**src/hdl/sm83d_pkg.sv**
```systemverilog
// Package for the SM83 instruction stream decoder: mnemonic codes, decode
// phases, the record types passed between front end, queues and back end,
// and the first-byte decode table. No dependencies.
`timescale 1ns / 1ps

package sm83d_pkg;

  typedef enum logic [5:0] {
    MN_INVALID, MN_NOP, MN_LD_RR_NN, MN_LD_IND_A, MN_INC_RR, MN_INC_R,
    MN_DEC_R, MN_LD_R_N, MN_RLCA, MN_LD_NN_SP, MN_ADD_HL_RR, MN_LD_A_IND,
    MN_DEC_RR, MN_RRCA, MN_STOP, MN_RLA, MN_JR, MN_JR_CC, MN_RRA, MN_DAA,
    MN_CPL, MN_SCF, MN_CCF, MN_HALT, MN_LD_R_R, MN_ALU_R, MN_RET_CC, MN_POP,
    MN_JP_CC, MN_JP, MN_CALL_CC, MN_PUSH, MN_ALU_N, MN_RST, MN_RET, MN_CALL,
    MN_RETI, MN_LDH_N_A, MN_LD_C_A, MN_ADD_SP_E, MN_JP_HL, MN_LD_NN_A,
    MN_LDH_A_N, MN_DI, MN_LD_HL_SPE, MN_LD_SP_HL, MN_LD_A_NN, MN_EI,
    MN_CB_SHIFT, MN_BIT, MN_RES, MN_SET
  } mnemonic_t;

  typedef enum logic [1:0] {
    PH_OPCODE,
    PH_ARG1,
    PH_ARG2
  } phase_t;

  localparam logic [7:0] RST_VEC_MASK = 8'h38;

  // decode of the first opcode byte; extra is the number of operand bytes
  typedef struct packed {
    mnemonic_t   mn;
    logic [2:0]  a;
    logic [2:0]  b;
    logic [1:0]  extra;
    logic        bad;
  } form_t;

  // assembled instruction, front end to back end
  typedef struct packed {
    logic [22:0] instr_offset;
    logic [8:0]  rom_bank;
    logic [14:0] bank_address;
    logic [14:0] next_address;
    logic [1:0]  len;
    logic [7:0]  op;
    logic [15:0] imm;
  } rec_t;

  // finished result word
  typedef struct packed {
    logic [22:0] instr_offset;
    logic [8:0]  rom_bank;
    logic [14:0] bank_address;
    logic [1:0]  instr_length;
    logic [7:0]  opcode_byte;
    mnemonic_t   mnemonic;
    logic [2:0]  operand_a;
    logic [2:0]  operand_b;
    logic [15:0] immediate;
    logic [15:0] jump_target;
    logic        invalid;
  } res_t;

  function automatic form_t mk(input mnemonic_t mn, input logic [2:0] a,
                               input logic [2:0] b, input logic [1:0] extra);
    form_t f;
    f.mn    = mn;
    f.a     = a;
    f.b     = b;
    f.extra = extra;
    f.bad   = 1'b0;
    return f;
  endfunction

  function automatic form_t decode_first(input logic [7:0] op);
    logic [2:0] r8;
    logic [2:0] p;
    logic [2:0] cc;
    form_t      f;
    r8 = op[5:3];
    p  = {1'b0, op[5:4]};
    cc = {1'b0, op[4:3]};
    f  = mk(MN_INVALID, 3'd0, 3'd0, 2'd0);
    f.bad = 1'b1;
    unique case (op[7:6])
      2'b01: begin
        if (op == 8'h76) return mk(MN_HALT, 3'd0, 3'd0, 2'd0);
        return mk(MN_LD_R_R, r8, op[2:0], 2'd0);
      end
      2'b10: return mk(MN_ALU_R, r8, op[2:0], 2'd0);
      2'b00: begin
        unique case (op[3:0])
          4'h1: return mk(MN_LD_RR_NN, p, 3'd0, 2'd2);
          4'h2: return mk(MN_LD_IND_A, p, 3'd0, 2'd0);
          4'h3: return mk(MN_INC_RR, p, 3'd0, 2'd0);
          4'h9: return mk(MN_ADD_HL_RR, p, 3'd0, 2'd0);
          4'ha: return mk(MN_LD_A_IND, p, 3'd0, 2'd0);
          4'hb: return mk(MN_DEC_RR, p, 3'd0, 2'd0);
          default: ;
        endcase
        unique case (op[2:0])
          3'd4: return mk(MN_INC_R, r8, 3'd0, 2'd0);
          3'd5: return mk(MN_DEC_R, r8, 3'd0, 2'd0);
          3'd6: return mk(MN_LD_R_N, r8, 3'd0, 2'd1);
          default: ;
        endcase
        unique case (op)
          8'h00: return mk(MN_NOP, 3'd0, 3'd0, 2'd0);
          8'h07: return mk(MN_RLCA, 3'd0, 3'd0, 2'd0);
          8'h08: return mk(MN_LD_NN_SP, 3'd0, 3'd0, 2'd2);
          8'h0f: return mk(MN_RRCA, 3'd0, 3'd0, 2'd0);
          8'h10: return mk(MN_STOP, 3'd0, 3'd0, 2'd0);
          8'h17: return mk(MN_RLA, 3'd0, 3'd0, 2'd0);
          8'h18: return mk(MN_JR, 3'd0, 3'd0, 2'd1);
          8'h1f: return mk(MN_RRA, 3'd0, 3'd0, 2'd0);
          8'h27: return mk(MN_DAA, 3'd0, 3'd0, 2'd0);
          8'h2f: return mk(MN_CPL, 3'd0, 3'd0, 2'd0);
          8'h37: return mk(MN_SCF, 3'd0, 3'd0, 2'd0);
          8'h3f: return mk(MN_CCF, 3'd0, 3'd0, 2'd0);
          default: return mk(MN_JR_CC, cc, 3'd0, 2'd1);
        endcase
      end
      default: begin
        if (op[2:0] == 3'd6) return mk(MN_ALU_N, r8, 3'd0, 2'd1);
        if (op[2:0] == 3'd7) return mk(MN_RST, r8, 3'd0, 2'd0);
        if (op[5] == 1'b0) begin
          unique case (op)
            8'hc0, 8'hc8, 8'hd0, 8'hd8: return mk(MN_RET_CC, cc, 3'd0, 2'd0);
            8'hc2, 8'hca, 8'hd2, 8'hda: return mk(MN_JP_CC, cc, 3'd0, 2'd2);
            8'hc4, 8'hcc, 8'hd4, 8'hdc: return mk(MN_CALL_CC, cc, 3'd0, 2'd2);
            default: ;
          endcase
        end
        if (op[3:0] == 4'h1) return mk(MN_POP, p, 3'd0, 2'd0);
        if (op[3:0] == 4'h5) return mk(MN_PUSH, p, 3'd0, 2'd0);
        unique case (op)
          8'hc3: return mk(MN_JP, 3'd0, 3'd0, 2'd2);
          8'hc9: return mk(MN_RET, 3'd0, 3'd0, 2'd0);
          8'hcb: return mk(MN_CB_SHIFT, 3'd0, 3'd0, 2'd1);
          8'hcd: return mk(MN_CALL, 3'd0, 3'd0, 2'd2);
          8'hd9: return mk(MN_RETI, 3'd0, 3'd0, 2'd0);
          8'he0: return mk(MN_LDH_N_A, 3'd0, 3'd0, 2'd1);
          8'he2: return mk(MN_LD_C_A, 3'd0, 3'd0, 2'd0);
          8'he8: return mk(MN_ADD_SP_E, 3'd0, 3'd0, 2'd1);
          8'he9: return mk(MN_JP_HL, 3'd0, 3'd0, 2'd0);
          8'hea: return mk(MN_LD_NN_A, 3'd0, 3'd0, 2'd2);
          8'hf0: return mk(MN_LDH_A_N, 3'd0, 3'd0, 2'd1);
          8'hf3: return mk(MN_DI, 3'd0, 3'd0, 2'd0);
          8'hf8: return mk(MN_LD_HL_SPE, 3'd0, 3'd0, 2'd1);
          8'hf9: return mk(MN_LD_SP_HL, 3'd0, 3'd0, 2'd0);
          8'hfa: return mk(MN_LD_A_NN, 3'd0, 3'd0, 2'd2);
          8'hfb: return mk(MN_EI, 3'd0, 3'd0, 2'd0);
          default: ;
        endcase
      end
    endcase
    return f;
  endfunction

endpackage

```
**src/hdl/sm83d_fifo.sv**
```systemverilog
// Two-entry queue of fixed-width words with simultaneous push and pop.
// Used between front and back end and as the result stage. No dependencies.
`timescale 1ns / 1ps

module sm83d_fifo #(
  parameter int WIDTH = 8
) (
  input  logic             clk,
  input  logic             rst,
  input  logic             push,
  input  logic [WIDTH-1:0] din,
  input  logic             pop,
  output logic [WIDTH-1:0] dout,
  output logic             full,
  output logic             empty
);

  logic [WIDTH-1:0] mem [2];
  logic             wr_ptr;
  logic             rd_ptr;
  logic [1:0]       count;
  logic             do_push;
  logic             do_pop;

  assign full    = (count == 2'd2);
  assign empty   = (count == 2'd0);
  assign do_push = push && !full;
  assign do_pop  = pop && !empty;
  assign dout    = mem[rd_ptr];

  always_ff @(posedge clk) begin
    if (do_push) begin
      mem[wr_ptr] <= din;
    end
  end

  always_ff @(posedge clk) begin
    if (rst) begin
      wr_ptr <= 1'b0;
      rd_ptr <= 1'b0;
      count  <= 2'd0;
    end else begin
      if (do_push) wr_ptr <= !wr_ptr;
      if (do_pop) rd_ptr <= !rd_ptr;
      count <= count + {1'b0, do_push} - {1'b0, do_pop};
    end
  end

endmodule

```
**src/hdl/sm83d_front.sv**
```systemverilog
// Front end: assembles code bytes into whole instructions and tracks offsets.
// Depends on sm83d_pkg for the phase type, the record type and decode_first.
`timescale 1ns / 1ps

module sm83d_front
  import sm83d_pkg::*;
#(
  parameter int OFFSET_BITS = 23
) (
  input  logic        clk,
  input  logic        rst,
  input  logic        cfg_we,
  input  logic [22:0] cfg_offset,
  input  logic        byte_valid,
  input  logic [7:0]  code_byte,
  output logic        rec_push,
  output rec_t        rec
);

  phase_t                 phase;
  phase_t                 phase_next;
  logic [7:0]             held_opcode;
  logic [7:0]             held_low_byte;
  logic                   held_long;
  logic [OFFSET_BITS-1:0] byte_position;
  logic [OFFSET_BITS-1:0] instr_start;

  form_t                  first_form;
  logic [1:0]             first_extra;
  logic                   emit;
  logic [1:0]             len;
  logic [15:0]            imm;
  logic [7:0]             op_sel;
  logic [OFFSET_BITS-1:0] start_sel;
  logic [OFFSET_BITS-1:0] next_pos;
  logic [31:0]            start_ext;

  assign first_form  = decode_first(code_byte);
  assign first_extra = first_form.extra;

  always_ff @(posedge clk) begin
    if (rst) begin
      phase         <= PH_OPCODE;
      byte_position <= '0;
      instr_start   <= '0;
    end else begin
      phase <= phase_next;
      if (cfg_we) begin
        byte_position <= OFFSET_BITS'(cfg_offset);
      end else if (byte_valid) begin
        byte_position <= byte_position + OFFSET_BITS'(1);
        if (phase != PH_ARG1 && phase != PH_ARG2) instr_start <= byte_position;
      end
    end
  end

  always_ff @(posedge clk) begin
    if (byte_valid && !cfg_we) begin
      if (phase == PH_ARG1) begin
        held_low_byte <= code_byte;
      end else if (phase != PH_ARG2) begin
        held_opcode <= code_byte;
        held_long   <= (first_extra == 2'd2);
      end
    end
  end

  always_comb begin
    phase_next = phase;
    emit       = 1'b0;
    len        = 2'd1;
    imm        = 16'h0000;
    start_sel  = instr_start;
    op_sel     = held_opcode;
    unique case (phase)
      PH_ARG1: begin
        if (held_long) begin
          phase_next = PH_ARG2;
        end else begin
          emit       = 1'b1;
          len        = 2'd2;
          imm        = {8'h00, code_byte};
          phase_next = PH_OPCODE;
        end
      end
      PH_ARG2: begin
        emit       = 1'b1;
        len        = 2'd3;
        imm        = {code_byte, held_low_byte};
        phase_next = PH_OPCODE;
      end
      default: begin
        start_sel = byte_position;
        op_sel    = code_byte;
        if (first_extra == 2'd0) begin
          emit       = 1'b1;
          phase_next = PH_OPCODE;
        end else begin
          phase_next = PH_ARG1;
        end
      end
    endcase
    // hold the phase unless a byte arrives; a start offset write restarts
    if (!byte_valid) phase_next = phase;
    if (cfg_we) phase_next = PH_OPCODE;
  end

  assign next_pos  = start_sel + OFFSET_BITS'(2);
  assign start_ext = 32'(start_sel);

  assign rec.instr_offset = start_ext[22:0];
  assign rec.rom_bank     = start_ext[22:14];
  assign rec.bank_address = {|start_sel[OFFSET_BITS-1:14], start_sel[13:0]};
  assign rec.next_address = {|next_pos[OFFSET_BITS-1:14], next_pos[13:0]};
  assign rec.len          = len;
  assign rec.op           = op_sel;
  assign rec.imm          = imm;
  assign rec_push         = byte_valid && !cfg_we && emit;

endmodule

```
**src/hdl/sm83d_back.sv**
```systemverilog
// Back end: expands an assembled instruction into the result word
// (mnemonic, selectors, rst vector, cb forms, relative jump target).
// Depends on sm83d_pkg.
`timescale 1ns / 1ps

module sm83d_back
  import sm83d_pkg::*;
(
  input  rec_t  rec,
  input  logic  rec_valid,
  input  logic  res_full,
  output logic  rec_pop,
  output logic  res_push,
  output res_t  res
);

  form_t       f;
  logic [15:0] rel;

  assign f   = decode_first(rec.op);
  assign rel = {{8{rec.imm[7]}}, rec.imm[7:0]};

  always_comb begin
    res.instr_offset = rec.instr_offset;
    res.rom_bank     = rec.rom_bank;
    res.bank_address = rec.bank_address;
    res.instr_length = rec.len;
    res.opcode_byte  = rec.op;
    res.mnemonic     = f.mn;
    res.operand_a    = f.a;
    res.operand_b    = f.b;
    res.immediate    = rec.imm;
    res.jump_target  = 16'h0000;
    res.invalid      = f.bad;
    unique case (f.mn) inside
      MN_JR, MN_JR_CC: begin
        res.jump_target = {1'b0, rec.next_address} + rel;
      end
      MN_RST: begin
        res.immediate = {8'h00, rec.op & RST_VEC_MASK};
      end
      MN_CB_SHIFT: begin
        // second byte picks rotate/shift, bit, res or set
        res.mnemonic  = mnemonic_t'(6'(MN_CB_SHIFT) + {4'b0000, rec.imm[7:6]});
        res.operand_a = rec.imm[5:3];
        res.operand_b = rec.imm[2:0];
      end
      default: ;
    endcase
  end

  assign rec_pop  = rec_valid && !res_full;
  assign res_push = rec_pop;

endmodule

```
**src/hdl/sm83_instruction_stream_decoder_top.sv**
```systemverilog
// SM83 instruction stream decoder, top level.
// Depends on sm83d_pkg, sm83d_front, sm83d_fifo and sm83d_back.
//
// Usage:
//   Input queue side: drive code_byte with push; a byte is taken on a clock
//   edge with push high and full low. One byte per cycle is sustained while full is low.
//   Result queue side: while empty is low the oldest finished instruction
//   is on the result ports; pop it with pop high. Results leave in order.
//   Configuration: start_offset is written on cfg_valid (cfg_ready is always
//   high); the user is to write it only while the block is idle, which the
//   block does not enforce. It sets the offset of the next byte and drops a
//   partly assembled instruction.
// Timing: the front end writes a finished instruction into a two-entry queue
//   at the edge that takes its last byte; the back end moves it from there into
//   a two-entry result queue, unless that queue is full, and it is then on the ports.
//   Throughput is one byte per cycle while full is low; there is no iteration.
// Reset (rst, synchronous): both queues empty, phase back to opcode, offset 0.
// Stall: when pop is held low the result queue fills, the back end holds,
//   the middle queue fills and full rises; no byte or result is dropped.
`timescale 1ns / 1ps

module sm83_instruction_stream_decoder_top
  import sm83d_pkg::*;
#(
  parameter int OFFSET_BITS = 23
) (
  input  logic        clk,
  input  logic        rst,
  input  logic        cfg_valid,
  output logic        cfg_ready,
  input  logic [22:0] start_offset,
  input  logic        push,
  output logic        full,
  input  logic [7:0]  code_byte,
  output logic        empty,
  input  logic        pop,
  output logic [22:0] instr_offset,
  output logic [8:0]  rom_bank,
  output logic [14:0] bank_address,
  output logic [1:0]  instr_length,
  output logic [7:0]  opcode_byte,
  output logic [5:0]  mnemonic,
  output logic [2:0]  operand_a,
  output logic [2:0]  operand_b,
  output logic [15:0] immediate,
  output logic [15:0] jump_target,
  output logic        invalid
);

  rec_t front_rec;
  rec_t mid_rec;
  logic front_push;
  logic mid_full;
  logic mid_empty;
  logic mid_pop;
  logic res_push;
  logic res_full;
  res_t back_res;
  res_t out_res;

  assign cfg_ready = 1'b1;
  assign full      = mid_full;

  sm83d_front #(
    .OFFSET_BITS(OFFSET_BITS)
  ) u_front (
    .clk       (clk),
    .rst       (rst),
    .cfg_we    (cfg_valid && cfg_ready),
    .cfg_offset(start_offset),
    .byte_valid(push && !mid_full),
    .code_byte (code_byte),
    .rec_push  (front_push),
    .rec       (front_rec)
  );

  sm83d_fifo #(
    .WIDTH($bits(rec_t))
  ) u_mid_q (
    .clk  (clk),
    .rst  (rst),
    .push (front_push),
    .din  (front_rec),
    .pop  (mid_pop),
    .dout (mid_rec),
    .full (mid_full),
    .empty(mid_empty)
  );

  sm83d_back u_back (
    .rec      (mid_rec),
    .rec_valid(!mid_empty),
    .res_full (res_full),
    .rec_pop  (mid_pop),
    .res_push (res_push),
    .res      (back_res)
  );

  sm83d_fifo #(
    .WIDTH($bits(res_t))
  ) u_res_q (
    .clk  (clk),
    .rst  (rst),
    .push (res_push),
    .din  (back_res),
    .pop  (pop),
    .dout (out_res),
    .full (res_full),
    .empty(empty)
  );

  assign instr_offset = out_res.instr_offset;
  assign rom_bank     = out_res.rom_bank;
  assign bank_address = out_res.bank_address;
  assign instr_length = out_res.instr_length;
  assign opcode_byte  = out_res.opcode_byte;
  assign mnemonic     = out_res.mnemonic;
  assign operand_a    = out_res.operand_a;
  assign operand_b    = out_res.operand_b;
  assign immediate    = out_res.immediate;
  assign jump_target  = out_res.jump_target;
  assign invalid      = out_res.invalid;

endmodule

```
**config.mk**
```make
export PLATFORM = sky130hd
export DESIGN_NAME = sm83_instruction_stream_decoder_top
export DESIGN_NICKNAME = d
export VERILOG_FILES = /design/src/hdl/sm83d_pkg.sv /design/src/hdl/sm83d_fifo.sv /design/src/hdl/sm83d_front.sv /design/src/hdl/sm83d_back.sv /design/src/hdl/sm83_instruction_stream_decoder_top.sv
export SDC_FILE = /design/constraint.sdc
export NUM_CORES = 1
export LEC_CHECK = 0
export ABC_AREA = 0
export BUFFER_PORTS_ARGS = -buffer_cell sky130_fd_sc_hd__buf_4
export CORE_MARGIN = 1.5
export CORE_UTILIZATION = 37
export CTS_CLUSTER_DIAMETER = 120
export DETAILED_ROUTE_END_ITERATION = 16
export PLACE_DENSITY_LB_ADDON = 0.25
export SYNTH_ARGS = -nofsm -noshare
export SYNTH_HDL_FRONTEND = slang
export SYNTH_SLANG_ARGS = --single-unit
```
**constraint.sdc**
```tcl
create_clock -name clk -period 11.2 [get_ports clk]
set_input_delay 3.36 -clock clk [delete_from_list [all_inputs] [get_ports clk]]
set_output_delay 3.36 -clock clk [all_outputs]
set_load 0.03 [all_outputs]
```
==> flow_summary.json <==
{
  "status": "finished, final reports clean",
  "nFillCells": 4168,
  "max_freq_ghz": 0.169,
  "synthCells": 1333,
  "timing.final.ws_setup_ns": 5.30,
  "dr_total_vias": 10600,
  "rsz0062_at_grt": "false",
  "root_buffer": "clkbuf_16",
  "cp_num_buf_inv": 2,
  "synth.net_count": 1393,
  "syn_avg_cell_area_um2": 12.9,
  "wirelength_um": 38100,
  "whs_path_depth": 2,
  "setup-violations-final": 0,
  "cpPeakStageDelay_ns": 0.71,
  "cap_violations": 0,
  "ys_top_cells_by_area": "edfxtp_1, mux2_2, dfxtp_1",
  "slew_violations": 0,
  "crit_path_frequent_cell": "buf_4",
  "holdBufCountCts": 0,
  "cts-resized-gates": 0,
  "synthFlopType": "edfxtp_1",
  "place_ws_ns": 4.92,
  "synth_common_cells": "edfxtp_1, mux2_2, nand2_1",
  "antenna_cells": 0,
  "ff2ff_path_depth": 12,
  "hold_path_class": "reg -> reg",
  "holdPathEnd": "u_front.instr_start[13]",
  "io_pins": 141,
  "cp_top_family": "buffers and inverters",
  "drc": 0,
  "die_y_um": 218,
  "max-vdd-ir-drop_v": 0.000164,
  "final_nets": 1490,
  "drive_gt1_share_pct": 26.9,
  "core-area_mm2": 0.0456,
  "start_util_pct": 37.6,
  "synth-seq-area-share_pct": 59.9,
  "fin_skew_ns": 0.0202,
  "viasPerCell": 5.13,
  "grt_usage_pct": 16.0,
  "clock-sinks": 361,
  "dp_hpwl_um": 25400,
  "multiInputGateArea_mm2": 0.00618,
  "place.gp.congestion": 0.904,
  "htree_levels": 2,
  "port_buffers": 139,
  "clock_latency_ns": 0.56,
  "cp_cell_sequence": "buf_4 -> mux2_2 -> buf_4",
  "numCtsBuffers": 40,
  "reg2reg_to": "u_res_q.mem[1][15]",
  "synth_area_mm2": 0.0171,
  "r2r_setup_slack_ns": 6.41,
  "cp.arrival_ns": 2.54,
  "required_ns": 7.84,
  "criticalPathCategory": "reg -> out",
  "cts.clk_slew.worst_paths_ns": 0.06,
  "yosysTopAreaCellShare_pct": 53.1,
  "worst_slew_pin_slew_ns": 0.951,
  "setup_tns_ns": 0,
  "cpMaxStageDelayCell": "buf_4",
  "grt_max_degree": 65,
  "leakage_nw": 7.08,
  "slew_headroom_pct": 36.4,
  "grt_pass1_vias": 10400,
  "dieArea_mm2": 0.0476,
  "worstSetupEndpointType": "output port",
  "powerDensity_mw_per_mm2": 254,
  "post-route-period-util_pct": 52.7,
  "synth.most_common_cell": "edfxtp_1",
  "drt_iter0_drc": 682,
  "antenna_found_initial": 0,
  "yosysUniqueCellTypes": 91,
  "cts_tree": "yes",
  "yosysWarnings": 0,
  "wl_per_cell_um": 18.5,
  "row_count": 78,
  "syn_to_final_growth_pct": 15.9,
  "min_period_ns": 5.90,
  "ff_latch_area_mm2": 0.0103,
  "clk_path_buf_depth": 3,
  "die_w_um": 218,
  "cp-start-kind": "register",
  "grt_pass1_wl_um": 59300,
  "postRouteAntennaNets": 0,
  "synth_enable_flop_cells": 303,
  "drtPass1Iterations": 4,
  "ys_ff_latch": 361,
  "hold_viol_final": 0,
  "cp_max_fo": 55,
  "post-cts-setup-buffers": 0,
  "overflow": 0,
  "min_from": "u_front.instr_start[13]",
  "yosys.area.top_type": "edfxtp_1",
  "synthArstFlopShare_pct": 0
}
## worst max path at each step
| stage | endpoint | slack [ns] | cells past startpoint |
|---|---|---|---|
| after detailed placement | u_mid_q.mem[1][78] | 4.92 | 8 |
| after floorplan | u_mid_q.mem[1][0] | 3.37 | 6 |
| after global routing | instr_offset[0] | 5.16 | 3 |
| after global placement | u_mid_q.mem[1][79] | 4.91 | 8 |
| after CTS | rom_bank[4] | 5.19 | 3 |
| final | bank_address[1] | 5.30 | 3 |
## metrics by stage
stage / instances / util [%] / hold WS (ns) / cell area, um^2 / power, W
2_1_floorplan: 1333 / - / 0.434 / 17100 / 0.00322
3_3_place_gp: 1988 / 40.6 / 0.438 / 18500 / 0.00373
3_5_place_dp: 1988 / 40.6 / 0.447 / 18500 / 0.00374
4_1_cts: 2059 / 43.6 / 0.455 / 19900 / 0.00511
5_1_grt: 2059 / 43.6 / 0.473 / 19900 / 0.00529
6_report: 2059 / 43.6 / 0.452 / 19900 / 0.00504
## per-layer routing
metal  track usage, %  up-vias  part of all wire [%]
met1             23.0     5154                    49
met4             5.66        0                   2.5
li1                 -     5126                     -
met5                0        -                     0
met2             24.1      227                    44
met3             2.88       56                   4.6
## placed cells by master, fill, tap and decap left out, types with 38 or more instances in the layout
| cell | n |
|---|---|
| mux2_2 | 143 |
| edfxtp_1 | 303 |
| inv_1 | 42 |
| a21oi_1 | 70 |
| buf_4 | 148 |
| dfxtp_1 | 56 |
| nand2_1 | 100 |
| nor2_1 | 88 |
| mux2i_1 | 38 |
| clkbuf_16 | 42 |
## worst register-to-register path, stage by stage, from the launching register on
cell,delay (ns)
dfxtp_4,0.81
buf_4,0.71
mux2i_1,0.61
inv_1,0.10
ha_1,0.25
fa_1,0.41
a21o_1,0.21
a311oi_1,0.38
o311ai_1,0.22
a21o_1,0.23
a2111oi_0,0.44
a41oi_1,0.08
a21boi_1,0.18
## cells by family (layout without fill, tap and decap cells)
logic type               Yosys count  in the layout  share of synthesized area, %
other                              1              1                        0.0219
AND/OR/NAND/NOR                  365            365                          10.7
buffers and inverters            140            266                          4.22
multiplexers                     188            188                          12.4
XOR/XNOR                          50             50                          2.56
flip-flops                       361            361                          59.9
adder cells (fa/ha/maj)           24             24                          1.80
AO/OA/AOI/OAI                    204            204                          8.41
## layout make-up
| cell class | instances | share of cell area, % |
|---|---|---|
| clock buffer | 49 | 5.43 |
| sequential | 361 | 51.7 |
| multi-input combinational | 832 | 31.1 |
| tap | 600 | 3.78 |
| timing repair buffer | 148 | 5.60 |
| clock inverter | 22 | 1.48 |
| inverter | 47 | 0.901 |
## registers in the layout (all words and copies together) (netlist names), 2 cells and up, named ones only
register / cells
u_front.byte_position: 23
u_front.held_low_byte: 8
u_front.held_opcode: 8
u_front.instr_start: 23
u_front.phase: 2
u_mid_q.count: 2
u_mid_q.mem: 128
u_res_q.count: 2
u_res_q.mem: 158
## report_power, final
part / switching (W) / total, W / internal, W
Combinational: 0.00113 / 0.00182 / 0.000687
Sequential: 0.000102 / 0.00187 / 0.00177
Clock: 0.000523 / 0.00135 / 0.000826
Total: 0.00176 / 0.00504 / 0.00328
Power figures use the tool's default switching activity.
